**src/design/gicf_pkg.sv**
```systemverilog
// ---------------------------------------------------------------------------
// gicf_pkg
// Shared types, constants and the micro-program of the GNSS / inertial
// position fusion block.
// ---------------------------------------------------------------------------
package gicf_pkg;

  // Field widths
  localparam int POS_W      = 40;
  localparam int CNT_W      = 16;
  localparam int YAW_W      = 16;
  localparam int CFG_W      = 16;
  localparam int CFG_IDX_W  = 2;
  localparam int LIM_W      = CFG_W + 8;          // distance limit in 1/256 mm
  localparam int WGT_W      = CFG_W + 1;          // 65536 - alpha
  localparam int ERR_W      = POS_W + 1;          // exact difference of positions
  localparam int MUL_A_W    = POS_W + 1;
  localparam int MUL_B_W    = LIM_W + 1;
  localparam int PROD_W     = MUL_A_W + MUL_B_W;
  localparam int STEP_W     = 5;
  localparam int STATUS_W   = 3;

  // Stream word widths
  localparam int IN_FIELDS_W  = 4 * POS_W + YAW_W + 2 + CNT_W;
  localparam int IN_DATA_W    = ((IN_FIELDS_W + 7) / 8) * 8;
  localparam int OUT_FIELDS_W = 2 * POS_W + YAW_W + 2 + STATUS_W;
  localparam int OUT_DATA_W   = ((OUT_FIELDS_W + 7) / 8) * 8;

  // Register reset values
  localparam logic [CFG_W-1:0] ALPHA_RESET  = 16'd64225;
  localparam logic [CFG_W-1:0] SINE_RESET   = 16'd0;
  localparam logic [CFG_W-1:0] COSINE_RESET = 16'd32767;
  localparam logic [CFG_W-1:0] DIST_RESET   = 16'd5000;

  // Register indexes
  localparam logic [CFG_IDX_W-1:0] CFG_ALPHA  = 2'd0;
  localparam logic [CFG_IDX_W-1:0] CFG_SINE   = 2'd1;
  localparam logic [CFG_IDX_W-1:0] CFG_COSINE = 2'd2;
  localparam logic [CFG_IDX_W-1:0] CFG_DIST   = 2'd3;

  typedef enum logic [STATUS_W-1:0] {
    ST_NOT_READY = 3'd0,
    ST_INERT     = 3'd1,
    ST_BLEND     = 3'd2,
    ST_REJECT    = 3'd3,
    ST_FRAME     = 3'd4
  } status_e;

  typedef enum logic [2:0] {
    A_EAST, A_NORTH, A_ERR_X, A_ERR_Y, A_LIM
  } a_sel_e;

  typedef enum logic [2:0] {
    B_SINE, B_COSINE, B_ERR_X, B_ERR_Y, B_LIM, B_WEIGHT
  } b_sel_e;

  typedef enum logic [2:0] {
    ACC_HOLD, ACC_LOAD, ACC_ADD, ACC_SUB, ACC_NEG
  } acc_op_e;

  typedef enum logic [3:0] {
    OP_NONE, OP_PREDICT, OP_LATCH_FIX, OP_GX, OP_GY, OP_ERR, OP_UPD_X, OP_UPD_Y,
    OP_FRAME
  } dp_op_e;

  typedef enum logic [2:0] {
    CND_NEVER, CND_ALWAYS, CND_KIND, CND_NOT_READY, CND_NO_FIX, CND_FAR, CND_ACC_POS
  } cond_e;

  // One control word of the micro-program
  typedef struct packed {
    a_sel_e              mul_a;
    b_sel_e              mul_b;
    acc_op_e             acc_op;
    dp_op_e              op;
    logic                stat_we;
    status_e             stat;
    cond_e               cond;
    logic [STEP_W-1:0]   target;
    logic                fin;
  } ctrl_t;

  // Datapath flags seen by the sequencer
  typedef struct packed {
    logic kind;
    logic ready;
    logic fix_new;
    logic far;
    logic acc_pos;
  } flags_t;

  typedef struct packed {
    logic                     kind;
    logic signed [POS_W-1:0]  inertial_x;
    logic signed [POS_W-1:0]  inertial_y;
    logic signed [YAW_W-1:0]  yaw_in;
    logic signed [POS_W-1:0]  gnss_east;
    logic signed [POS_W-1:0]  gnss_north;
    logic                     gnss_valid;
    logic                     gnss_origin_set;
    logic [CNT_W-1:0]         gnss_count;
  } item_t;

  typedef struct packed {
    logic signed [POS_W-1:0]  fused_x;
    logic signed [POS_W-1:0]  fused_y;
    logic signed [YAW_W-1:0]  yaw_out;
    logic                     frame_ready;
    logic                     gnss_seen;
    status_e                  status;
  } res_t;

  // Program labels
  localparam logic [STEP_W-1:0] L_REJ   = 5'd20;
  localparam logic [STEP_W-1:0] L_FRAME = 5'd21;
  localparam logic [STEP_W-1:0] L_FIN   = 5'd22;

  function automatic ctrl_t mk(a_sel_e a, b_sel_e b, acc_op_e acc, dp_op_e op,
                               logic stat_we, status_e stat, cond_e cond,
                               logic [STEP_W-1:0] target, logic fin);
    ctrl_t w;
    w.mul_a   = a;
    w.mul_b   = b;
    w.acc_op  = acc;
    w.op      = op;
    w.stat_we = stat_we;
    w.stat    = stat;
    w.cond    = cond;
    w.target  = target;
    w.fin     = fin;
    return w;
  endfunction

  // Micro-program. The multiplier result of a step is used by the next one.
  function automatic ctrl_t ucode_rom(logic [STEP_W-1:0] step);
    ctrl_t w;
    case (step)
      // dispatch on the item
      5'd0: w = mk(A_EAST, B_SINE, ACC_HOLD, OP_NONE, 1'b0, ST_NOT_READY,
                   CND_KIND, L_FRAME, 1'b0);
      5'd1: w = mk(A_EAST, B_SINE, ACC_HOLD, OP_NONE, 1'b0, ST_NOT_READY,
                   CND_NOT_READY, L_FIN, 1'b0);
      5'd2: w = mk(A_EAST, B_SINE, ACC_HOLD, OP_PREDICT, 1'b1, ST_INERT,
                   CND_NO_FIX, L_FIN, 1'b0);
      // rotate the fix: gx = -(E*S + N*C), gy = E*C - N*S
      5'd3: w = mk(A_EAST, B_SINE, ACC_HOLD, OP_LATCH_FIX, 1'b0, ST_NOT_READY,
                   CND_NEVER, L_FIN, 1'b0);
      5'd4: w = mk(A_NORTH, B_COSINE, ACC_NEG, OP_NONE, 1'b0, ST_NOT_READY,
                   CND_NEVER, L_FIN, 1'b0);
      5'd5: w = mk(A_EAST, B_COSINE, ACC_SUB, OP_NONE, 1'b0, ST_NOT_READY,
                   CND_NEVER, L_FIN, 1'b0);
      5'd6: w = mk(A_NORTH, B_SINE, ACC_LOAD, OP_GX, 1'b0, ST_NOT_READY,
                   CND_NEVER, L_FIN, 1'b0);
      5'd7: w = mk(A_EAST, B_SINE, ACC_SUB, OP_NONE, 1'b0, ST_NOT_READY,
                   CND_NEVER, L_FIN, 1'b0);
      5'd8: w = mk(A_EAST, B_SINE, ACC_HOLD, OP_GY, 1'b0, ST_NOT_READY,
                   CND_NEVER, L_FIN, 1'b0);
      // error against the prediction, coarse distance check
      5'd9: w = mk(A_EAST, B_SINE, ACC_HOLD, OP_ERR, 1'b0, ST_NOT_READY,
                   CND_NEVER, L_FIN, 1'b0);
      5'd10: w = mk(A_EAST, B_SINE, ACC_HOLD, OP_NONE, 1'b0, ST_NOT_READY,
                    CND_FAR, L_REJ, 1'b0);
      // squared distance against squared limit
      5'd11: w = mk(A_ERR_X, B_ERR_X, ACC_HOLD, OP_NONE, 1'b0, ST_NOT_READY,
                    CND_NEVER, L_FIN, 1'b0);
      5'd12: w = mk(A_ERR_Y, B_ERR_Y, ACC_LOAD, OP_NONE, 1'b0, ST_NOT_READY,
                    CND_NEVER, L_FIN, 1'b0);
      5'd13: w = mk(A_LIM, B_LIM, ACC_ADD, OP_NONE, 1'b0, ST_NOT_READY,
                    CND_NEVER, L_FIN, 1'b0);
      5'd14: w = mk(A_EAST, B_SINE, ACC_SUB, OP_NONE, 1'b0, ST_NOT_READY,
                    CND_NEVER, L_FIN, 1'b0);
      5'd15: w = mk(A_EAST, B_SINE, ACC_HOLD, OP_NONE, 1'b0, ST_NOT_READY,
                    CND_ACC_POS, L_REJ, 1'b0);
      // blend with the GNSS weight
      5'd16: w = mk(A_ERR_X, B_WEIGHT, ACC_HOLD, OP_NONE, 1'b0, ST_NOT_READY,
                    CND_NEVER, L_FIN, 1'b0);
      5'd17: w = mk(A_ERR_Y, B_WEIGHT, ACC_LOAD, OP_NONE, 1'b0, ST_NOT_READY,
                    CND_NEVER, L_FIN, 1'b0);
      5'd18: w = mk(A_EAST, B_SINE, ACC_LOAD, OP_UPD_X, 1'b0, ST_NOT_READY,
                    CND_NEVER, L_FIN, 1'b0);
      5'd19: w = mk(A_EAST, B_SINE, ACC_HOLD, OP_UPD_Y, 1'b1, ST_BLEND,
                    CND_ALWAYS, L_FIN, 1'b0);
      5'd20: w = mk(A_EAST, B_SINE, ACC_HOLD, OP_NONE, 1'b1, ST_REJECT,
                    CND_ALWAYS, L_FIN, 1'b0);
      5'd21: w = mk(A_EAST, B_SINE, ACC_HOLD, OP_FRAME, 1'b1, ST_FRAME,
                    CND_ALWAYS, L_FIN, 1'b0);
      5'd22: w = mk(A_EAST, B_SINE, ACC_HOLD, OP_NONE, 1'b0, ST_NOT_READY,
                    CND_NEVER, L_FIN, 1'b1);
      default: w = mk(A_EAST, B_SINE, ACC_HOLD, OP_NONE, 1'b0, ST_NOT_READY,
                      CND_ALWAYS, L_FIN, 1'b0);
    endcase
    return w;
  endfunction

endpackage

```
**src/design/gicf_dp.sv**
```systemverilog
// ---------------------------------------------------------------------------
// gicf_dp
// Fusion datapath: configuration registers, fused state, one shared
// multiplier and an accumulator, all steered by the control word.
// ---------------------------------------------------------------------------
module gicf_dp import gicf_pkg::*; (
  input  logic                  clk_i,
  input  logic                  rst_ni,
  input  logic                  start_i,
  input  ctrl_t                 ctrl_i,
  input  item_t                 item_i,
  input  logic                  cfg_we_i,
  input  logic [CFG_IDX_W-1:0]  cfg_idx_i,
  input  logic [CFG_W-1:0]      cfg_wdata_i,
  output flags_t                flags_o,
  output res_t                  res_o
);

  localparam logic signed [PROD_W-1:0] RND15 = PROD_W'(16384);
  localparam logic signed [PROD_W-1:0] RND16 = PROD_W'(32768);
  localparam int SAT_LO = POS_W + 14;

  // Configuration
  logic [CFG_W-1:0]        alpha_q, sine_q, cosine_q, dist_q;
  // Fused state
  logic signed [POS_W-1:0] pos_x_q, pos_y_q, prev_ix_q, prev_iy_q;
  logic signed [YAW_W-1:0] yaw_q;
  logic [CNT_W-1:0]        prev_cnt_q;
  logic                    ready_q, seen_q;
  status_e                 status_q;
  // Working registers
  logic signed [PROD_W-1:0] prod_q, acc_q;
  logic signed [ERR_W-1:0]  ex_q, ey_q;

  logic [LIM_W-1:0]          lim;
  logic [WGT_W-1:0]          weight;
  logic signed [MUL_A_W-1:0] mul_a;
  logic signed [MUL_B_W-1:0] mul_b;
  logic signed [PROD_W-1:0]  rnd_t, bl_t;
  logic                      in_range;
  logic signed [POS_W-1:0]   g_sat, delta;
  logic [ERR_W-1:0]          mag_x, mag_y;

  assign lim    = {dist_q, 8'h00};
  assign weight = WGT_W'({1'b1, {CFG_W{1'b0}}} - {1'b0, alpha_q});

  // Select multiplier operands
  always_comb begin
    case (ctrl_i.mul_a)
      A_EAST:  mul_a = {item_i.gnss_east[POS_W-1], item_i.gnss_east};
      A_NORTH: mul_a = {item_i.gnss_north[POS_W-1], item_i.gnss_north};
      A_ERR_X: mul_a = ex_q;
      A_ERR_Y: mul_a = ey_q;
      A_LIM:   mul_a = {{(MUL_A_W-LIM_W){1'b0}}, lim};
      default: mul_a = '0;
    endcase
    case (ctrl_i.mul_b)
      B_SINE:   mul_b = {{(MUL_B_W-CFG_W){sine_q[CFG_W-1]}}, sine_q};
      B_COSINE: mul_b = {{(MUL_B_W-CFG_W){cosine_q[CFG_W-1]}}, cosine_q};
      B_ERR_X:  mul_b = ex_q[MUL_B_W-1:0];
      B_ERR_Y:  mul_b = ey_q[MUL_B_W-1:0];
      B_LIM:    mul_b = {1'b0, lim};
      B_WEIGHT: mul_b = {{(MUL_B_W-WGT_W){1'b0}}, weight};
      default:  mul_b = '0;
    endcase
  end

  // Round the rotation sum by 15 bits and saturate to the position range
  assign rnd_t    = acc_q + RND15;
  assign in_range = (&rnd_t[PROD_W-1:SAT_LO]) | ~(|rnd_t[PROD_W-1:SAT_LO]);
  assign g_sat    = in_range ? rnd_t[SAT_LO:15]
                  : (rnd_t[PROD_W-1] ? {1'b1, {(POS_W-1){1'b0}}}
                                     : {1'b0, {(POS_W-1){1'b1}}});

  // Blend step: round the weighted error by 16 bits
  assign bl_t  = acc_q + RND16;
  assign delta = bl_t[POS_W+15:16];

  // Error magnitudes for the coarse distance check
  assign mag_x = ex_q[ERR_W-1] ? ERR_W'(-ex_q) : ex_q;
  assign mag_y = ey_q[ERR_W-1] ? ERR_W'(-ey_q) : ey_q;

  // Multiply, accumulate, hold errors
  always_ff @(posedge clk_i) begin
    prod_q <= mul_a * mul_b;
    case (ctrl_i.acc_op)
      ACC_LOAD: acc_q <= prod_q;
      ACC_ADD:  acc_q <= acc_q + prod_q;
      ACC_SUB:  acc_q <= acc_q - prod_q;
      ACC_NEG:  acc_q <= -prod_q;
      default:  acc_q <= acc_q;
    endcase
    case (ctrl_i.op)
      OP_GX:  ex_q <= {g_sat[POS_W-1], g_sat};
      OP_GY:  ey_q <= {g_sat[POS_W-1], g_sat};
      OP_ERR: begin
        ex_q <= ex_q - {pos_x_q[POS_W-1], pos_x_q};
        ey_q <= ey_q - {pos_y_q[POS_W-1], pos_y_q};
      end
      default: begin
        ex_q <= ex_q;
        ey_q <= ey_q;
      end
    endcase
  end

  // Configuration and fused state
  always_ff @(posedge clk_i or negedge rst_ni) begin
    if (!rst_ni) begin
      alpha_q    <= ALPHA_RESET;
      sine_q     <= SINE_RESET;
      cosine_q   <= COSINE_RESET;
      dist_q     <= DIST_RESET;
      pos_x_q    <= '0;
      pos_y_q    <= '0;
      prev_ix_q  <= '0;
      prev_iy_q  <= '0;
      yaw_q      <= '0;
      prev_cnt_q <= '0;
      ready_q    <= 1'b0;
      seen_q     <= 1'b0;
      status_q   <= ST_NOT_READY;
    end else begin
      if (cfg_we_i) begin
        case (cfg_idx_i)
          CFG_ALPHA:  alpha_q  <= cfg_wdata_i;
          CFG_SINE:   sine_q   <= cfg_wdata_i;
          CFG_COSINE: cosine_q <= cfg_wdata_i;
          CFG_DIST:   dist_q   <= cfg_wdata_i;
          default:    alpha_q  <= alpha_q;
        endcase
      end
      case (ctrl_i.op)
        OP_PREDICT: begin
          pos_x_q   <= pos_x_q + item_i.inertial_x - prev_ix_q;
          pos_y_q   <= pos_y_q + item_i.inertial_y - prev_iy_q;
          yaw_q     <= item_i.yaw_in;
          prev_ix_q <= item_i.inertial_x;
          prev_iy_q <= item_i.inertial_y;
        end
        OP_LATCH_FIX: begin
          prev_cnt_q <= item_i.gnss_count;
          seen_q     <= 1'b1;
        end
        OP_UPD_X: pos_x_q <= pos_x_q + delta;
        OP_UPD_Y: pos_y_q <= pos_y_q + delta;
        OP_FRAME: begin
          pos_x_q    <= '0;
          pos_y_q    <= '0;
          yaw_q      <= item_i.yaw_in;
          alpha_q    <= ALPHA_RESET;
          ready_q    <= 1'b1;
          seen_q     <= 1'b0;
          prev_cnt_q <= item_i.gnss_count;
          prev_ix_q  <= item_i.inertial_x;
          prev_iy_q  <= item_i.inertial_y;
        end
        default: ;
      endcase
      if (start_i) begin
        status_q <= ST_NOT_READY;
      end else if (ctrl_i.stat_we) begin
        status_q <= ctrl_i.stat;
      end
    end
  end

  // Flags for the sequencer
  assign flags_o.kind    = item_i.kind;
  assign flags_o.ready   = ready_q;
  assign flags_o.fix_new = item_i.gnss_valid & item_i.gnss_origin_set
                         & (item_i.gnss_count != prev_cnt_q);
  assign flags_o.far     = (mag_x > {{(ERR_W-LIM_W){1'b0}}, lim})
                         | (mag_y > {{(ERR_W-LIM_W){1'b0}}, lim});
  assign flags_o.acc_pos = ~acc_q[PROD_W-1] & (|acc_q);

  // Result word
  assign res_o.fused_x     = pos_x_q;
  assign res_o.fused_y     = pos_y_q;
  assign res_o.yaw_out     = yaw_q;
  assign res_o.frame_ready = ready_q;
  assign res_o.gnss_seen   = seen_q;
  assign res_o.status      = status_q;

endmodule

```
**config.mk**
```make
export PLATFORM = sky130hd
export DESIGN_NAME = gicf_dp
export DESIGN_NICKNAME = d
export VERILOG_FILES = /design/src/design/gicf_pkg.sv /design/src/design/gicf_dp.sv
export SDC_FILE = /design/constraint.sdc
export NUM_CORES = 2
export LEC_CHECK = 0
export BUFFER_PORTS_ARGS = -buffer_cell sky130_fd_sc_hd__clkbuf_2
export CAP_MARGIN = 20
export CORE_UTILIZATION = 40
export DETAILED_ROUTE_END_ITERATION = 16
export GPL_TIMING_DRIVEN = 0
export PLACE_DENSITY = 0.65
export SLEW_MARGIN = 30
export SYNTH_ARGS = -nofsm -noshare
export SYNTH_HDL_FRONTEND = slang
export SYNTH_SLANG_ARGS = --single-unit
```
**constraint.sdc**
```tcl
create_clock -name clk_i -period 24.2 [get_ports clk_i]
set_clock_uncertainty 0.2 [all_clocks]
set_input_delay 3.63 -clock clk_i [delete_from_list [all_inputs] [get_ports clk_i]]
set_output_delay 3.63 -clock clk_i [all_outputs]
set_load 0.02 [all_outputs]
```
==> flow_summary.toml <==
[run_status]
status = "complete, no violations"

[grt]
grt-ovfl-total = 0
grt_antenna_before_repair = 27
grt_pass1_vias = 70580
grt_first_pass_wirelength_um = 477300
track_usage = 0.3293
grt_max_degree = 75

[cts]
cts.clk_slew.worst_paths_ns = 0.06
cts_root_buf = "clkbuf_16"
cts_tree = "yes"
cts_num_sinks = 475
htreeDepth = 3
clk_latency_ns = 0.71
numCtsBuffers = 68
postCtsResizedCells = 0
cts_setup_buffers = 0
hold_buffers = 0
cts.path.max_buffers = 3

[critical_path]
cp_common_cell = "fa_1"
cp_max_fo = 10
cp-start-kind = "input pin"
critPathCaptureType = "flop"
critical_path.max_stage_delay_ns = 0.83
arrival_ns = 16.08
required_ns = 24.55
critical_path_class = "input pin to flop"
crit_slowest_cell = "buf_1"

[cells_and_area]
final_common_cell = "inv_1"
final_cell_mix = "inv_1 (1523), nand2_1 (1129), fa_1 (1109), nor2_1 (694), ha_1 (513)"
nNetsFinal = 11540
drive_above_1_share = 0.08273
syn2layout_area_growth_pct = 11.32

[flow_run]
drv_cap = 0

[synth]
syn_nets = 11070
ys_types = 92
synth-main-ff-cell = "dfrtp_1"
syn_inst = 9208
async_flop_share = 0.5495
ys_ff_latch = 475
synth_warnings = 0
synthesis.area_mm2 = 0.07841
synth-seq-area-share = 0.1573
synth-edff-count = 148
avgSynthCellArea_um2 = 8.515

[drt]
dr.pass1.iters = 6
drt_wl_total_um = 325700
drtIter0Drc = 7473
wl_per_cell_um = 26.34
antenna_left = 0
num_vias = 70670
via_per_inst = 5.715
drc = 0

[sta]
finalHoldViolations = 0
clock.fmax_mhz = 63.61
max_slew_margin = 0.2270
slew_viol_final = 0
setup_violations = 0
post-route-period-util = 0.6496
fin_setup_tns_ns = 0
rsz0062_at_grt = "no"
worstMarginPinSlew_ns = 1.153
finalCriticalPeriod_ns = 15.72

[placed_design]
dpl.hpwl_um = 277000
port-buffer-count = 334
gp_congestion = 1.056

[min_path]
hold_path_class = "flop to flop"

[floorplanning]
start_util = 0.4025
core_area_mm2 = 0.1948
dieHeight_um = 444.7
io_pins = 349
chipWidth_um = 444.7
rows = 162
dieArea_mm2 = 0.1978
-- cells by family (layout without fill, tap and decap cells) --
logic type,after synthesis,after routing,share of synthesized area
AOI/OAI and AO/OA,1794,1794,0.1460
xor gates and xnor gates,551,551,0.06155
muxes,156,156,0.02355
DFF,475,475,0.1573
adders and majority gates,1622,1622,0.3650
other,0,12,0
buffers and inverters,1937,2459,0.09305
and+or+nand+nor,2673,2673,0.1535
-- worst max-delay path: cells and delay by family --
family | cells | cell delay, ns
AO/OA/AOI/OAI | 9 | 3.60
XOR/XNOR | 1 | 0.32
adder cells (fa/ha/maj) | 8 | 4.12
buffers and inverters | 11 | 3.51
AND/OR/NAND/NOR | 5 | 0.82
-- layout make-up --
cell class                 count  area, um^2
antenna                       12       30.03
buffer                       414        1620
clock buffer                  90        1866
clock inverter                31       397.9
fill                       19220      107500
inverter                    1523        5717
multi-input combinational   6796       59570
sequential                   475       12330
tap                         2624        3283
timing repair buffer         401        2466
-- sequential cells by signal, summed over array words and instances, names as in the netlist, 40 cells and up --
signal	flops
ex_q	41
ey_q	41
prev_iy_q	40
prod_q	66
prev_ix_q	40
pos_x_q	40
acc_q	66
pos_y_q	40
-- path summary, 6_finish.rpt --
| check | slack (ns) | startpoint | depth (start not counted) | to |
|---|---|---|---|---|
| worst max-delay path | 8.48 | ctrl_i[23] | 34 | prod_q[65] |
| worst min-delay path | 0.28 | yaw_q[8] | 2 | yaw_q[8] |
| worst max register to register | 11.76 | alpha_q[4] | 35 | prod_q[65] |
| worst min register to register | 0.28 | yaw_q[8] | 2 | yaw_q[8] |
| max in group asynchronous | 19.87 | rst_ni | 3 | dist_q[7] |
| min in group asynchronous | 2.67 | rst_ni | 1 | prev_cnt_q[2] |
-- synth_stat cells (all sizes together), types with 14 or more instances --
cell | count | share of area
a211o | 35 | 0.0039
a211oi | 77 | 0.0074
a21boi | 16 | 0.0015
a21o | 234 | 0.022
a21oi | 445 | 0.028
a221o | 39 | 0.0050
a221oi | 73 | 0.0082
a22oi | 37 | 0.0035
a31oi | 32 | 0.0026
and2 | 76 | 0.0061
and3 | 43 | 0.0034
and4 | 17 | 0.0019
buf | 36 | 0.0020
clkbuf | 378 | 0.018
dfrtp | 231 | 0.074
dfstp | 30 | 0.010
dfxtp | 66 | 0.017
edfxtp | 148 | 0.057
fa | 1109 | 0.28
ha | 513 | 0.082
inv | 1523 | 0.073
mux2 | 78 | 0.011
mux2i | 63 | 0.0080
mux4 | 15 | 0.0043
nand2 | 1129 | 0.054
nand2b | 94 | 0.0075
nand3 | 127 | 0.0081
nand4 | 76 | 0.0061
nor2 | 695 | 0.033
nor2b | 101 | 0.0081
nor3 | 129 | 0.0084
nor3b | 15 | 0.0014
nor4 | 62 | 0.0052
o211ai | 19 | 0.0018
o21a | 64 | 0.0061
o21ai | 518 | 0.033
o21bai | 36 | 0.0034
o31a | 14 | 0.0016
o31ai | 33 | 0.0032
or2 | 24 | 0.0019
or3 | 42 | 0.0035
or4 | 24 | 0.0025
xnor2 | 308 | 0.034
xor2 | 243 | 0.027
-- per-layer routing --
metal  wire length [um]  vias up  track usage
met3              32560      763      0.07220
met1             132400    35280       0.4409
met2             137600     3573       0.4864
li1                   -    31030            -
met4              23060       16       0.1969
met5                106        -            0
-- stage by stage --
stage	cell area, um^2	worst slack (ns)	hold WS (ns)	cells	util
6_report	87290	8.479	0.2769	12370	0.4481
5_1_grt	87260	8.291	0.2947	12360	0.4480
4_1_cts	87200	8.886	0.2794	12350	0.4477
3_5_place_dp	84940	8.257	0.2655	12230	0.4361
3_3_place_gp	83370	6.195	0.2565	12170	0.4280
2_1_floorplan	78410	11.49	0.2497	9208	-
Power is left out: the tool's default activity adds up to more than one toggle a clock period on the data nets, which glitch-free logic cannot reach.
