<file path="src/design/gicf_pkg.sv">
// ---------------------------------------------------------------------------
// gicf_pkg
// Shared types, constants and the micro-program of the GNSS / inertial
// position fusion block.
// ---------------------------------------------------------------------------
package gicf_pkg;

  // Field widths
  localparam int POS_W      = 40;
  localparam int CNT_W      = 16;
  localparam int YAW_W      = 16;
  localparam int CFG_W      = 16;
  localparam int CFG_IDX_W  = 2;
  localparam int LIM_W      = CFG_W + 8;          // distance limit in 1/256 mm
  localparam int WGT_W      = CFG_W + 1;          // 65536 - alpha
  localparam int ERR_W      = POS_W + 1;          // exact difference of positions
  localparam int MUL_A_W    = POS_W + 1;
  localparam int MUL_B_W    = LIM_W + 1;
  localparam int PROD_W     = MUL_A_W + MUL_B_W;
  localparam int STEP_W     = 5;
  localparam int STATUS_W   = 3;

  // Stream word widths
  localparam int IN_FIELDS_W  = 4 * POS_W + YAW_W + 2 + CNT_W;
  localparam int IN_DATA_W    = ((IN_FIELDS_W + 7) / 8) * 8;
  localparam int OUT_FIELDS_W = 2 * POS_W + YAW_W + 2 + STATUS_W;
  localparam int OUT_DATA_W   = ((OUT_FIELDS_W + 7) / 8) * 8;

  // Register reset values
  localparam logic [CFG_W-1:0] ALPHA_RESET  = 16'd64225;
  localparam logic [CFG_W-1:0] SINE_RESET   = 16'd0;
  localparam logic [CFG_W-1:0] COSINE_RESET = 16'd32767;
  localparam logic [CFG_W-1:0] DIST_RESET   = 16'd5000;

  // Register indexes
  localparam logic [CFG_IDX_W-1:0] CFG_ALPHA  = 2'd0;
  localparam logic [CFG_IDX_W-1:0] CFG_SINE   = 2'd1;
  localparam logic [CFG_IDX_W-1:0] CFG_COSINE = 2'd2;
  localparam logic [CFG_IDX_W-1:0] CFG_DIST   = 2'd3;

  typedef enum logic [STATUS_W-1:0] {
    ST_NOT_READY = 3'd0,
    ST_INERT     = 3'd1,
    ST_BLEND     = 3'd2,
    ST_REJECT    = 3'd3,
    ST_FRAME     = 3'd4
  } status_e;

  typedef enum logic [2:0] {
    A_EAST, A_NORTH, A_ERR_X, A_ERR_Y, A_LIM
  } a_sel_e;

  typedef enum logic [2:0] {
    B_SINE, B_COSINE, B_ERR_X, B_ERR_Y, B_LIM, B_WEIGHT
  } b_sel_e;

  typedef enum logic [2:0] {
    ACC_HOLD, ACC_LOAD, ACC_ADD, ACC_SUB, ACC_NEG
  } acc_op_e;

  typedef enum logic [3:0] {
    OP_NONE, OP_PREDICT, OP_LATCH_FIX, OP_GX, OP_GY, OP_ERR, OP_UPD_X, OP_UPD_Y,
    OP_FRAME
  } dp_op_e;

  typedef enum logic [2:0] {
    CND_NEVER, CND_ALWAYS, CND_KIND, CND_NOT_READY, CND_NO_FIX, CND_FAR, CND_ACC_POS
  } cond_e;

  // One control word of the micro-program
  typedef struct packed {
    a_sel_e              mul_a;
    b_sel_e              mul_b;
    acc_op_e             acc_op;
    dp_op_e              op;
    logic                stat_we;
    status_e             stat;
    cond_e               cond;
    logic [STEP_W-1:0]   target;
    logic                fin;
  } ctrl_t;

  // Datapath flags seen by the sequencer
  typedef struct packed {
    logic kind;
    logic ready;
    logic fix_new;
    logic far;
    logic acc_pos;
  } flags_t;

  typedef struct packed {
    logic                     kind;
    logic signed [POS_W-1:0]  inertial_x;
    logic signed [POS_W-1:0]  inertial_y;
    logic signed [YAW_W-1:0]  yaw_in;
    logic signed [POS_W-1:0]  gnss_east;
    logic signed [POS_W-1:0]  gnss_north;
    logic                     gnss_valid;
    logic                     gnss_origin_set;
    logic [CNT_W-1:0]         gnss_count;
  } item_t;

  typedef struct packed {
    logic signed [POS_W-1:0]  fused_x;
    logic signed [POS_W-1:0]  fused_y;
    logic signed [YAW_W-1:0]  yaw_out;
    logic                     frame_ready;
    logic                     gnss_seen;
    status_e                  status;
  } res_t;

  // Program labels
  localparam logic [STEP_W-1:0] L_REJ   = 5'd20;
  localparam logic [STEP_W-1:0] L_FRAME = 5'd21;
  localparam logic [STEP_W-1:0] L_FIN   = 5'd22;

  function automatic ctrl_t mk(a_sel_e a, b_sel_e b, acc_op_e acc, dp_op_e op,
                               logic stat_we, status_e stat, cond_e cond,
                               logic [STEP_W-1:0] target, logic fin);
    ctrl_t w;
    w.mul_a   = a;
    w.mul_b   = b;
    w.acc_op  = acc;
    w.op      = op;
    w.stat_we = stat_we;
    w.stat    = stat;
    w.cond    = cond;
    w.target  = target;
    w.fin     = fin;
    return w;
  endfunction

  // Micro-program. The multiplier result of a step is used by the next one.
  function automatic ctrl_t ucode_rom(logic [STEP_W-1:0] step);
    ctrl_t w;
    case (step)
      // dispatch on the item
      5'd0: w = mk(A_EAST, B_SINE, ACC_HOLD, OP_NONE, 1'b0, ST_NOT_READY,
                   CND_KIND, L_FRAME, 1'b0);
      5'd1: w = mk(A_EAST, B_SINE, ACC_HOLD, OP_NONE, 1'b0, ST_NOT_READY,
                   CND_NOT_READY, L_FIN, 1'b0);
      5'd2: w = mk(A_EAST, B_SINE, ACC_HOLD, OP_PREDICT, 1'b1, ST_INERT,
                   CND_NO_FIX, L_FIN, 1'b0);
      // rotate the fix: gx = -(E*S + N*C), gy = E*C - N*S
      5'd3: w = mk(A_EAST, B_SINE, ACC_HOLD, OP_LATCH_FIX, 1'b0, ST_NOT_READY,
                   CND_NEVER, L_FIN, 1'b0);
      5'd4: w = mk(A_NORTH, B_COSINE, ACC_NEG, OP_NONE, 1'b0, ST_NOT_READY,
                   CND_NEVER, L_FIN, 1'b0);
      5'd5: w = mk(A_EAST, B_COSINE, ACC_SUB, OP_NONE, 1'b0, ST_NOT_READY,
                   CND_NEVER, L_FIN, 1'b0);
      5'd6: w = mk(A_NORTH, B_SINE, ACC_LOAD, OP_GX, 1'b0, ST_NOT_READY,
                   CND_NEVER, L_FIN, 1'b0);
      5'd7: w = mk(A_EAST, B_SINE, ACC_SUB, OP_NONE, 1'b0, ST_NOT_READY,
                   CND_NEVER, L_FIN, 1'b0);
      5'd8: w = mk(A_EAST, B_SINE, ACC_HOLD, OP_GY, 1'b0, ST_NOT_READY,
                   CND_NEVER, L_FIN, 1'b0);
      // error against the prediction, coarse distance check
      5'd9: w = mk(A_EAST, B_SINE, ACC_HOLD, OP_ERR, 1'b0, ST_NOT_READY,
                   CND_NEVER, L_FIN, 1'b0);
      5'd10: w = mk(A_EAST, B_SINE, ACC_HOLD, OP_NONE, 1'b0, ST_NOT_READY,
                    CND_FAR, L_REJ, 1'b0);
      // squared distance against squared limit
      5'd11: w = mk(A_ERR_X, B_ERR_X, ACC_HOLD, OP_NONE, 1'b0, ST_NOT_READY,
                    CND_NEVER, L_FIN, 1'b0);
      5'd12: w = mk(A_ERR_Y, B_ERR_Y, ACC_LOAD, OP_NONE, 1'b0, ST_NOT_READY,
                    CND_NEVER, L_FIN, 1'b0);
      5'd13: w = mk(A_LIM, B_LIM, ACC_ADD, OP_NONE, 1'b0, ST_NOT_READY,
                    CND_NEVER, L_FIN, 1'b0);
      5'd14: w = mk(A_EAST, B_SINE, ACC_SUB, OP_NONE, 1'b0, ST_NOT_READY,
                    CND_NEVER, L_FIN, 1'b0);
      5'd15: w = mk(A_EAST, B_SINE, ACC_HOLD, OP_NONE, 1'b0, ST_NOT_READY,
                    CND_ACC_POS, L_REJ, 1'b0);
      // blend with the GNSS weight
      5'd16: w = mk(A_ERR_X, B_WEIGHT, ACC_HOLD, OP_NONE, 1'b0, ST_NOT_READY,
                    CND_NEVER, L_FIN, 1'b0);
      5'd17: w = mk(A_ERR_Y, B_WEIGHT, ACC_LOAD, OP_NONE, 1'b0, ST_NOT_READY,
                    CND_NEVER, L_FIN, 1'b0);
      5'd18: w = mk(A_EAST, B_SINE, ACC_LOAD, OP_UPD_X, 1'b0, ST_NOT_READY,
                    CND_NEVER, L_FIN, 1'b0);
      5'd19: w = mk(A_EAST, B_SINE, ACC_HOLD, OP_UPD_Y, 1'b1, ST_BLEND,
                    CND_ALWAYS, L_FIN, 1'b0);
      5'd20: w = mk(A_EAST, B_SINE, ACC_HOLD, OP_NONE, 1'b1, ST_REJECT,
                    CND_ALWAYS, L_FIN, 1'b0);
      5'd21: w = mk(A_EAST, B_SINE, ACC_HOLD, OP_FRAME, 1'b1, ST_FRAME,
                    CND_ALWAYS, L_FIN, 1'b0);
      5'd22: w = mk(A_EAST, B_SINE, ACC_HOLD, OP_NONE, 1'b0, ST_NOT_READY,
                    CND_NEVER, L_FIN, 1'b1);
      default: w = mk(A_EAST, B_SINE, ACC_HOLD, OP_NONE, 1'b0, ST_NOT_READY,
                      CND_ALWAYS, L_FIN, 1'b0);
    endcase
    return w;
  endfunction

endpackage

</file>
<file path="src/design/gicf_seq.sv">
// ---------------------------------------------------------------------------
// gicf_seq
// Micro-program sequencer: step counter, control word fetch and
// conditional jumps.
// ---------------------------------------------------------------------------
module gicf_seq import gicf_pkg::*; (
  input  logic   clk_i,
  input  logic   rst_ni,
  input  logic   start_i,     // word accepted, run the program from step 0
  input  logic   out_free_i,  // output register can take a result
  input  flags_t flags_i,
  output ctrl_t  ctrl_o,
  output logic   busy_o,
  output logic   done_o
);

  logic [STEP_W-1:0] step_q, step_d;
  logic              run_q, run_d;
  ctrl_t             cw;
  logic              cond_hit;

  assign cw = ucode_rom(step_q);

  // Evaluate the jump condition of the current word
  always_comb begin
    case (cw.cond)
      CND_NEVER:     cond_hit = 1'b0;
      CND_ALWAYS:    cond_hit = 1'b1;
      CND_KIND:      cond_hit = flags_i.kind;
      CND_NOT_READY: cond_hit = ~flags_i.ready;
      CND_NO_FIX:    cond_hit = ~flags_i.fix_new;
      CND_FAR:       cond_hit = flags_i.far;
      CND_ACC_POS:   cond_hit = flags_i.acc_pos;
      default:       cond_hit = 1'b0;
    endcase
  end

  // Advance, jump, or hold on the final step until the result is taken
  always_comb begin
    step_d = step_q;
    run_d  = run_q;
    if (start_i) begin
      step_d = '0;
      run_d  = 1'b1;
    end else if (run_q) begin
      if (cw.fin) begin
        if (out_free_i) begin
          run_d = 1'b0;
        end
      end else if (cond_hit) begin
        step_d = cw.target;
      end else begin
        step_d = step_q + 1'b1;
      end
    end
  end

  always_ff @(posedge clk_i or negedge rst_ni) begin
    if (!rst_ni) begin
      step_q <= '0;
      run_q  <= 1'b0;
    end else begin
      step_q <= step_d;
      run_q  <= run_d;
    end
  end

  assign ctrl_o = run_q ? cw : '0;
  assign busy_o = run_q;
  assign done_o = run_q & cw.fin & out_free_i;

endmodule

</file>
<file path="config.mk">
export PLATFORM = sky130hd
export DESIGN_NAME = gicf_seq
export DESIGN_NICKNAME = d
export VERILOG_FILES = /design/src/design/gicf_pkg.sv /design/src/design/gicf_seq.sv
export SDC_FILE = /design/constraint.sdc
export NUM_CORES = 1
export LEC_CHECK = 0
export ABC_CLOCK_PERIOD_IN_PS = 2650
export BUFFER_PORTS_ARGS = -buffer_cell sky130_fd_sc_hd__buf_2
export CAP_MARGIN = 20
export CORE_ASPECT_RATIO = 1.2
export CORE_MARGIN = 2
export CORE_UTILIZATION = 39
export CTS_CLUSTER_DIAMETER = 40
export DETAILED_ROUTE_END_ITERATION = 12
export GPL_TIMING_DRIVEN = 0
export PLACE_DENSITY_LB_ADDON = 0.25
export SYNTH_ARGS = -nofsm -noshare
export SYNTH_HDL_FRONTEND = slang
export SYNTH_SLANG_ARGS = --single-unit
</file>
<file path="constraint.sdc">
create_clock -name clk_i -period 2.65 [get_ports clk_i]
set_input_delay 0.795 -clock clk_i [delete_from_list [all_inputs] [get_ports clk_i]]
set_output_delay 0.795 -clock clk_i [all_outputs]
set_load 0.02 [all_outputs]
</file>
==> flow_metrics.py, run 1 <==
metrics = {
    "layout": {
        "final_cell_mix": "37 x buf_2, 14 x nor2_1, 10 x buf_4",
        "final_area_mm2": 0.00134,
        "antenna_cells": 0,
        "final_common_cell": "buf_2",
        "syn2layout_area_growth_pct": 37.0,
        "layout.nets": 197,
        "nFillCells": 255,
        "final_layout_size_suffix_gt1_frac": 0.408,
    },
    "setup_path": {
        "cp_num_cells": 7,
        "reg2reg_to": "step_q[1]$_DFFE_PN0P_",
        "r2r-start": "step_q[1]$_DFFE_PN0P_",
        "cp_data_arrival_time_ns": 1.77,
        "path_buf_inv": 3,
        "cp-start-kind": "flop",
        "worstRegToRegCells": 8,
        "path_max_fanout": 8,
        "end_kind": "primary output",
        "critPathRequiredTime_ns": 1.86,
        "crit_chain": "buf_6 > clkinvlp_4 > ha_2 > nand2_1 > o32a_1 > nor2_1 > buf_2",
        "critical-path-top-delay-family": "buffers and inverters",
        "slowest_delay_ns": 0.39,
        "r2r_slack_ns": 0.39,
        "cpMaxStageDelayCell": "dfrtp_1",
        "critical_path_class": "reg -> out",
    },
    "sta": {
        "rsz0062_at_grt": "true",
        "final_max_slew_viol_count": 0,
        "fin_crit_ns": 2.57,
        "fmax_ghz": 0.390,
        "fin_ws_ns": 0.0834,
        "hold_violations": 0,
        "min_period_over_period": 0.969,
        "fin_skew_ns": 0.00198,
        "setup_viol": 0,
        "timing.hold.ws_ns": 0.369,
        "setup_tns_ns": 0,
    },
    "die": {
        "coreArea_mm2": 0.00233,
        "die_h_um": 58.9,
        "fp-row-count": 19,
        "die_w_um": 49.8,
        "dieArea_mm2": 0.00293,
        "io_pins": 37,
        "start_util": 0.421,
    },
    "grt": {
        "grt_pass1_vias": 1044,
        "antenna_found_initial": 0,
        "grt_util_all_layers": 0.196,
        "grt_pass1_wl_mm": 4.56,
        "grt_max_degree": 11,
        "grt_overflow_total": 0,
    },
    "power": {
        "power_density_mw_per_mm2": 1090,
        "swShare": 0.551,
        "switchingPower_w": 0.000809,
        "p_leak_nw": 0.648,
        "seq_power_share": 0.105,
        "combPwrFrac": 0.842,
        "p_int_w": 0.000659,
        "vdd_drop_max_uv": 542,
        "clkPwrFrac": 0.053,
    },
    "logic_synthesis": {
        "synth_top_family_by_area": "simple AND/OR/NAND/NOR gates",
        "synthFlopType": "dfrtp_1",
        "synth_xor_area_frac": 0,
        "synth_compound_area_frac": 0.280,
        "ys_ff_latch": 6,
        "synth-edff-count": 0,
        "synthTopCellsByArea": "dfrtp_1 15%, ha_1 8.9%, nor2_1 5.7%",
        "syn-cell-area_um2": 980,
        "async_flop_share": 1.00,
        "synthMuxAreaShare": 0.0779,
        "yosysWarningCount": 0,
        "synth_cells": 136,
        "syn_avg_cell_area_um2": 7.20,
        "synth_cell_types": 44,
        "syn_nets": 152,
        "synthAdderAreaFrac": 0.0894,
        "synthSimpleGateAreaFrac": 0.287,
        "synth_top_area_frac": 0.153,
        "yosys.area.top_type": "dfrtp_1",
        "synth_seq_area_share": 0.153,
    },
    "placement": {
        "place.gp.congestion": 0.852,
        "place_ws_ns": -0.0545,
        "placed_area_mm2": 0.00119,
        "hpwl_mm": 2.16,
        "portBuffers": 35,
    },
    "route": {
        "wl_per_cell_um": 13.9,
        "ant_nets": 0,
        "first_iter_violations": 38,
        "drc": 0,
        "via_count": 1198,
        "wirelength_mm": 2.91,
        "dr.pass1.iters": 4,
        "via_per_inst": 5.70,
    },
    "clock_tree": {
        "htreeDepth": 1,
        "numCtsBuffers": 3,
        "clock-root-buffer": "clkbuf_4",
        "clk_pin_slew_ns": 0.04,
        "clk_latency_ns": 0.23,
        "cts_tree": "done",
        "holdBufCountCts": 0,
        "clockBufferDepth": 2,
        "cts.sinks": 6,
    },
    "flow_run": {
        "maxCapViolCount": 0,
    },
    "outcome": {
        "status": "completed",
    },
    "min_path": {
        "hp-class": "in -> async",
    },
}
## worst reg2reg max path, stage by stage (launching register included)
cell and delay (ns):
dfrtp_1 0.37, buf_6 0.17, clkinvlp_4 0.15, ha_2 0.23, mux2_2 0.27, nand2_2 0.10
o211ai_1 0.19, o211a_1 0.27, or3_1 0.37
## flip-flops by register name, summed over array words and instances (netlist names)
signal / count
busy_o: 1
step_q: 5
## layer usage
| metal | wire length, um | vias up | track usage | share of wire |
|---|---|---|---|---|
| met3 | 230 | 2 | 0.00761 | 0.079 |
| met2 | 1470 | 58 | 0.350 | 0.50 |
| li1 | - | 585 | - | - |
| met1 | 1210 | 553 | 0.251 | 0.41 |
| met4 | 9 | 0 | 0.0754 | 0.0031 |
| met5 | 0 | - | 0 | 0 |
## synth_stat cells (all sizes together) (2+ instances only)
cell and count:
nor2 15, buf 11, nand2 10, o21ai 8, a21oi 7, ha 7
nor3 7, dfrtp 6, inv 6, mux2i 5, nand3 5, a211oi 4
nand2b 4, a22oi 3, and2 3, or3 3, a221o 2, a311oi 2
and3 2, and4 2, clkbuf 2, clkinv 2, mux2 2, nand4 2
o211ai 2
## power by group through the flow
stage	registers (W)	logic [W]	clock network, W
2_1_floorplan	0.000141	0.000789	0
3_3_place_gp	0.000149	0.00106	0
3_5_place_dp	0.000149	0.00107	0
4_1_cts	0.000153	0.00113	0.0000829
5_1_grt	0.000160	0.00134	0.0000864
6_report	0.000154	0.00124	0.0000774
## what timing repair did
item | CTS | global route
gates resized for setup | 15 | 16
cloned | 0 | 0
setup endpoints to repair | 17 | 13
setup buffers | 2 | 3
## worst max path at each step
stage / start / end / slack [ns]
global placement: step_q[2]$_DFFE_PN0P_ / ctrl_o[19] / -0.04
global route: step_q[1]$_DFFE_PN0P_ / ctrl_o[20] / -0.02
floorplan: step_q[1]$_DFFE_PN0P_ / ctrl_o[24] / 0.02
CTS: step_q[0]$_DFFE_PN0P_ / ctrl_o[13] / 0.03
detailed placement: step_q[2]$_DFFE_PN0P_ / ctrl_o[19] / -0.05
finish: step_q[1]$_DFFE_PN0P_ / ctrl_o[13] / 0.08
## logic make-up after synthesis
group | after synthesis
and+or+nand+nor | 56
AOI/OAI and AO/OA | 38
buffers and inverters | 21
muxes | 7
adders and majority gates | 7
DFF | 6
other | 1
## through the flow
stage / instances / util / power (W)
final: 210 / 0.576 / 0.00147
after global routing: 210 / 0.576 / 0.00158
after CTS: 207 / 0.543 / 0.00136
after detailed placement: 202 / 0.512 / 0.00122
after global placement: 202 / 0.512 / 0.00121
after floorplan: 136 / - / 0.000930
## area by class of cell
class / count / area [um^2] / share of cell area
buffer: 13 / 98.8 / 0.0736
clock buffer: 3 / 22.5 / 0.0168
inverter: 8 / 45.0 / 0.0336
multi-input combinational: 109 / 771 / 0.574
sequential: 6 / 151 / 0.113
tap: 31 / 38.8 / 0.0289
timing repair buffer: 40 / 215 / 0.160
Power figures use the tool's default switching activity.
==> run 2, diff against run 1 <==
- ABC_AREA: default -> 1
- ABC_CLOCK_PERIOD_IN_PS: 2650 -> 2250
- clock period: 2.65 -> 2.25 ns (I/O delays scaled with it)
==> flow_metrics.py, run 2 <==
metrics = {
    "logic_synthesis": {
        "syn-cell-area_mm2": 0.00103,
        "async_flop_share": 1.00,
        "synth_cell_types": 35,
        "synth-edff-count": 0,
        "synth_cells": 164,
        "yosysWarningCount": 0,
        "yosys.area.top_type": "dfrtp_1",
        "yosysMostFrequentCell": "nand2_1",
        "synthTopCellsByCount": "37 x nand2_1, 19 x nor2_1, 17 x inv_1",
        "synthFlopType": "dfrtp_1",
        "syn_nets": 180,
        "synth_top_area_frac": 0.146,
        "synthTopCellsByArea": "dfrtp_1 15%, nand2_1 14%, ha_1 8.5%",
        "ys_ff_latch": 6,
        "syn_avg_cell_area_um2": 6.27,
        "synth_seq_area_share": 0.146,
    },
    "setup_path": {
        "worstRegToRegCells": 11,
        "r2r-start": "step_q[0]$_DFFE_PN0P_",
        "critPathRequiredTime_ns": 1.57,
        "cp-startpoint": "step_q[0]$_DFFE_PN0P_",
        "critical_path_class": "reg -> out",
        "critPathCapture": "ctrl_o[24]",
        "path_max_fanout": 4,
        "cp-start-kind": "flop",
        "reg2reg_to": "step_q[2]$_DFFE_PN0P_",
        "end_kind": "primary output",
        "r2r_slack_ns": 0.46,
        "cp_data_arrival_time_ns": 1.62,
    },
    "power": {
        "p_leak_nw": 0.863,
        "power_w": 0.00231,
        "power_density_mw_per_mm2": 1430,
        "vdd_drop_max_uv": 807,
    },
    "die": {
        "fp-row-count": 20,
        "dieArea_mm2": 0.00307,
        "die_h_um": 60.3,
        "start_util": 0.407,
        "coreArea_mm2": 0.00253,
        "io_pins": 37,
        "die_w_um": 50.9,
    },
    "flow_run": {
        "maxCapViolCount": 0,
    },
    "clock_tree": {
        "clk_pin_slew_ns": 0.04,
        "cts.sinks": 6,
        "clk_latency_ns": 0.24,
        "cts_tree": "done",
        "numCtsBuffers": 3,
        "htreeDepth": 1,
        "clockBufferDepth": 2,
        "holdBufCountCts": 0,
        "clock-root-buffer": "clkbuf_4",
    },
    "placement": {
        "place.gp.congestion": 0.847,
        "hpwl_mm": 2.14,
        "portBuffers": 35,
        "place_ws_ns": -0.00194,
        "dpl.cell_count": 232,
    },
    "layout": {
        "multiInputGateArea_um2": 846,
        "final_layout_size_suffix_gt1_frac": 0.559,
        "syn2layout_area_growth_pct": 57.5,
        "seq_area_um2": 155,
        "final_cell_mix": "34 x nand2_1, 28 x buf_4, 23 x buf_2",
        "final_common_cell": "nand2_1",
        "layout.nets": 238,
        "largest_reg_flops": 5,
        "final_cell_count_no_fill": 253,
        "top_register": "step_q",
        "nFillCells": 224,
        "antenna_cells": 0,
    },
    "route": {
        "via_count": 1263,
        "dr.pass1.iters": 4,
        "first_iter_violations": 41,
        "ant_nets": 0,
        "wirelength_mm": 3.24,
        "drc": 0,
        "via_per_inst": 4.99,
        "wl_per_cell_um": 12.8,
    },
    "outcome": {
        "status": "finished with violations",
        "failed_checks": "negative setup slack",
    },
    "grt": {
        "antenna_found_initial": 0,
        "grt_util_all_layers": 0.197,
        "grt_max_degree": 11,
        "grt_pass1_wl_mm": 4.55,
        "grt_pass1_vias": 1037,
        "grt_overflow_total": 0,
    },
    "sta": {
        "fin_ws_ns": -0.0433,
        "final_max_slew_viol_count": 0,
        "fin_skew_ns": 0.000927,
        "setup_viol": 3,
        "min_period_over_period": 1.02,
        "hold_violations": 0,
        "fin_crit_ns": 2.29,
        "fmax_ghz": 0.436,
        "rsz0062_at_grt": "true",
    },
    "min_path": {
        "hp-class": "in -> async",
    },
}
-- run 2: cell count changes after synthesis, sizes merged, moves of 6 or more --
cell	previous run	this run
nor3	7	1
nand2	10	45
nor2	15	23
o21ai	8	16
inv	6	23
nand3	5	15
-- run 2: how the worst min path moves through the flow --
stage	to	cells after the start	start	slack, ns
2_1_floorplan	busy_o$_DFF_PN0_	0	rst_ni	0.38
3_3_place_gp	step_q[2]$_DFFE_PN0P_	1	rst_ni	0.50
3_5_place_dp	step_q[3]$_DFFE_PN0P_	1	rst_ni	0.50
4_1_cts	step_q[3]$_DFFE_PN0P_	1	rst_ni	0.24
5_1_grt	step_q[3]$_DFFE_PN0P_	1	rst_ni	0.24
6_report	step_q[3]$_DFFE_PN0P_	1	rst_ni	0.25
-- run 2: critical path: stages (launching register included) --
cell and delay [ns]:
dfrtp_2 0.45, inv_4 0.11, ha_4 0.14, nand2_2 0.04, inv_2 0.06, a21oi_2 0.04, or2_4 0.26, o21ai_2 0.14
buf_6 0.13
-- run 2: cells by family (layout without fill, tap and decap cells) --
kind of cell / count (synthesis) / count (layout) / share of synthesized area
buffers and inverters: 34 / 90 / 0.169
XOR/XNOR: 1 / 1 / 0.00852
adder cells (fa/ha/maj): 7 / 7 / 0.0852
AO/OA/AOI/OAI: 26 / 26 / 0.150
AND/OR/NAND/NOR: 89 / 89 / 0.438
other: 1 / 1 / 0.00365
flip-flops: 6 / 6 / 0.146
-- run 2: metrics by stage --
stage	util	hold WS, ns	area [um^2]	setup TNS (ns)
after floorplan	-	0.379	1030	0
after global placement	0.494	0.497	1250	-0.00466
after detailed placement	0.494	0.499	1250	-0.00194
after CTS	0.557	0.242	1410	-0.0125
after global routing	0.641	0.243	1620	-0.753
final	0.641	0.247	1620	-0.0624
-- run 2: area by class of cell --
cell class                 count  share of cell area
buffer                        10              0.0579
clock buffer                   3              0.0139
inverter                      24              0.0587
multi-input combinational    124               0.522
sequential                     6              0.0958
tap                           33              0.0255
timing repair buffer          53               0.226
-- run 2: report_power, final --
group | total, W | internal [W] | switching [W]
combinational | 0.00201 | 0.000838 | 0.00117
sequential | 0.000208 | 0.000148 | 0.0000592
clock | 0.0000930 | 0.0000599 | 0.0000331
total | 0.00231 | 0.00105 | 0.00126
-- run 2: what timing repair did --
| item | CTS | global route |
|---|---|---|
| cloned | 0 | 1 |
| gates resized for setup | 30 | 43 |
| pin swaps | 1 | 14 |
| setup endpoints to repair | 21 | 20 |
| setup buffers | 7 | 10 |
-- run 2: per-layer routing --
| layer | up-vias | GRT usage | wire, um |
|---|---|---|---|
| met5 | - | 0 | 0 |
| li1 | 635 | - | - |
| met2 | 54 | 0.336 | 1740 |
| met3 | 11 | 0.0175 | 140 |
| met4 | 0 | 0.104 | 98 |
| met1 | 563 | 0.245 | 1270 |
==> run 3, diff against run 2 <==
--- a/config.mk
+++ b/config.mk
@@ -12,5 +12,5 @@
 export CORE_ASPECT_RATIO = 1.2
 export CORE_MARGIN = 2
-export CORE_UTILIZATION = 39
+export CORE_UTILIZATION = 45
 export CTS_CLUSTER_DIAMETER = 40
 export DETAILED_ROUTE_END_ITERATION = 12
==> constraint.sdc (replaced) <==
create_clock -name clk_i -period 2.25 [get_ports clk_i]
set_input_delay 0.45 -clock clk_i [delete_from_list [all_inputs] [get_ports clk_i]]
set_output_delay 0.45 -clock clk_i [all_outputs]
set_load 0.02 [all_outputs]
==> flow_metrics.py, run 3 (synthesized netlist as in run 2, its figures left out) <==
metrics = {
    "grt": {
        "grt_pass1_wl_mm": 4.33,
        "grt_overflow_total": 0,
        "antenna_found_initial": 0,
        "grt_max_degree": 11,
        "grt_pass1_vias": 1015,
        "grt_util_all_layers": 0.212,
    },
    "sta": {
        "fin_skew_ns": 0.00493,
        "fmax_ghz": 0.472,
        "hold_violations": 0,
        "fin_crit_ns": 2.12,
        "rsz0062_at_grt": "false",
        "min_period_over_period": 0.942,
        "setup_viol": 0,
        "final_max_slew_viol_count": 0,
        "setup_tns_ns": 0,
    },
    "clock_tree": {
        "clock-root-buffer": "clkbuf_4",
        "htreeDepth": 1,
        "cts.sinks": 6,
        "clk_latency_ns": 0.24,
        "numCtsBuffers": 3,
        "holdBufCountCts": 0,
        "clk_pin_slew_ns": 0.04,
        "clockBufferDepth": 2,
        "cts_tree": "done",
    },
    "outcome": {
        "status": "completed",
    },
    "placement": {
        "dpl.cell_count": 229,
        "portBuffers": 35,
        "place.gp.congestion": 0.861,
        "placed_area_mm2": 0.00124,
        "hpwl_mm": 2.14,
    },
    "layout": {
        "antenna_cells": 0,
        "nFillCells": 227,
        "final_cell_count_no_fill": 239,
        "final_cell_mix": "37 x nand2_1, 35 x buf_2, 17 x nor2_1",
        "final_area_mm2": 0.00135,
        "top_register": "step_q",
        "final_layout_size_suffix_gt1_frac": 0.431,
        "final_common_cell": "nand2_1",
        "largest_reg_flops": 5,
        "syn2layout_area_growth_pct": 31.4,
        "fin_util": 0.638,
        "layout.nets": 227,
    },
    "setup_path": {
        "r2r-start": "step_q[1]$_DFFE_PN0P_",
        "reg2reg_to": "step_q[4]$_DFFE_PN0P_",
        "critPathRequiredTime_ns": 1.80,
        "path_max_fanout": 6,
        "end_kind": "primary output",
        "cp-start-kind": "flop",
        "cp_data_arrival_time_ns": 1.67,
        "critical_path_class": "reg -> out",
        "worstRegToRegCells": 12,
        "r2r_slack_ns": 0.47,
    },
    "min_path": {
        "hp-class": "in -> async",
    },
    "route": {
        "ant_nets": 0,
        "dr.pass1.iters": 4,
        "via_count": 1187,
        "wirelength_mm": 2.71,
        "wl_per_cell_um": 11.3,
        "first_iter_violations": 8,
        "drc": 0,
        "via_per_inst": 4.97,
    },
    "die": {
        "dieArea_mm2": 0.00269,
        "start_util": 0.486,
        "fp-row-count": 18,
        "die_w_um": 47.6,
        "die_h_um": 56.4,
        "coreArea_mm2": 0.00212,
        "io_pins": 37,
    },
    "power": {
        "p_int_w": 0.000779,
        "seq_power_share": 0.118,
        "switchingPower_w": 0.00109,
        "power_density_mw_per_mm2": 1380,
        "swShare": 0.583,
        "clkPwrFrac": 0.051,
        "p_leak_nw": 0.781,
        "combPwrFrac": 0.831,
        "power_w": 0.00187,
        "vdd_drop_max_uv": 780,
    },
    "flow_run": {
        "maxCapViolCount": 0,
    },
}
-- run 3: power groups by stage --
stage / sequential [W] / combinational [W] / clock (W)
2_1_floorplan: 0.000197 / 0.00110 / 0
3_3_place_gp: 0.000217 / 0.00141 / 0
3_5_place_dp: 0.000221 / 0.00144 / 0
4_1_cts: 0.000224 / 0.00145 / 0.000103
5_1_grt: 0.000222 / 0.00171 / 0.000108
6_report: 0.000220 / 0.00155 / 0.0000954
-- run 3: timing repair --
action / CTS / global route
endpoints found under the setup margin: 6 / 11
hold endpoints to repair: 0 / 0
pin swaps: 0 / 0
resized for setup: 5 / 12
buffers inserted: 0 / 7
-- run 3: per-stage QoR --
step / setup WS [ns] / hold slack, ns
after CTS: 0.00337 / 0.0140
final: 0.129 / 0.0256
after floorplan: 0.136 / 0.154
after global placement: 0.216 / 0.276
after global routing: 0.00230 / 0.0256
after detailed placement: 0.181 / 0.279
-- run 3: critical path: stages (launching register included) --
cell     delay, ns
dfrtp_2       0.44
buf_4         0.14
ha_1          0.25
nand2_4       0.09
nand2_1       0.08
nand3_2       0.09
a21oi_1       0.14
buf_2         0.18
-- run 3: worst max path at each step --
| stage | endpoint | slack (ns) | depth (start not counted) | from |
|---|---|---|---|---|
| after detailed placement | ctrl_o[24] | 0.18 | 8 | step_q[1]$_DFFE_PN0P_ |
| after floorplan | ctrl_o[16] | 0.14 | 8 | busy_o$_DFF_PN0_ |
| after CTS | ctrl_o[24] | 0.003 | 8 | step_q[1]$_DFFE_PN0P_ |
| after global routing | ctrl_o[16] | 0.002 | 9 | busy_o$_DFF_PN0_ |
| final | ctrl_o[6] | 0.13 | 7 | step_q[1]$_DFFE_PN0P_ |
| after global placement | ctrl_o[24] | 0.22 | 8 | step_q[1]$_DFFE_PN0P_ |
-- run 3: metal layers --
| layer | wire length (um) | track usage | vias to the layer above |
|---|---|---|---|
| met3 | 74 | 0.0193 | 0 |
| met4 | 0 | 0.0579 | 0 |
| li1 | - | - | 611 |
| met5 | 0 | 0 | - |
| met1 | 1140 | 0.270 | 550 |
| met2 | 1490 | 0.365 | 26 |
-- run 3: area by class of cell --
class                      instances  area [um^2]  area share
sequential                         6          154       0.114
tap                               30         37.5      0.0278
buffer                            10         87.6      0.0648
inverter                          24         92.6      0.0685
multi-input combinational        124          723       0.535
timing repair buffer              42          234       0.173
clock buffer                       3         22.5      0.0167
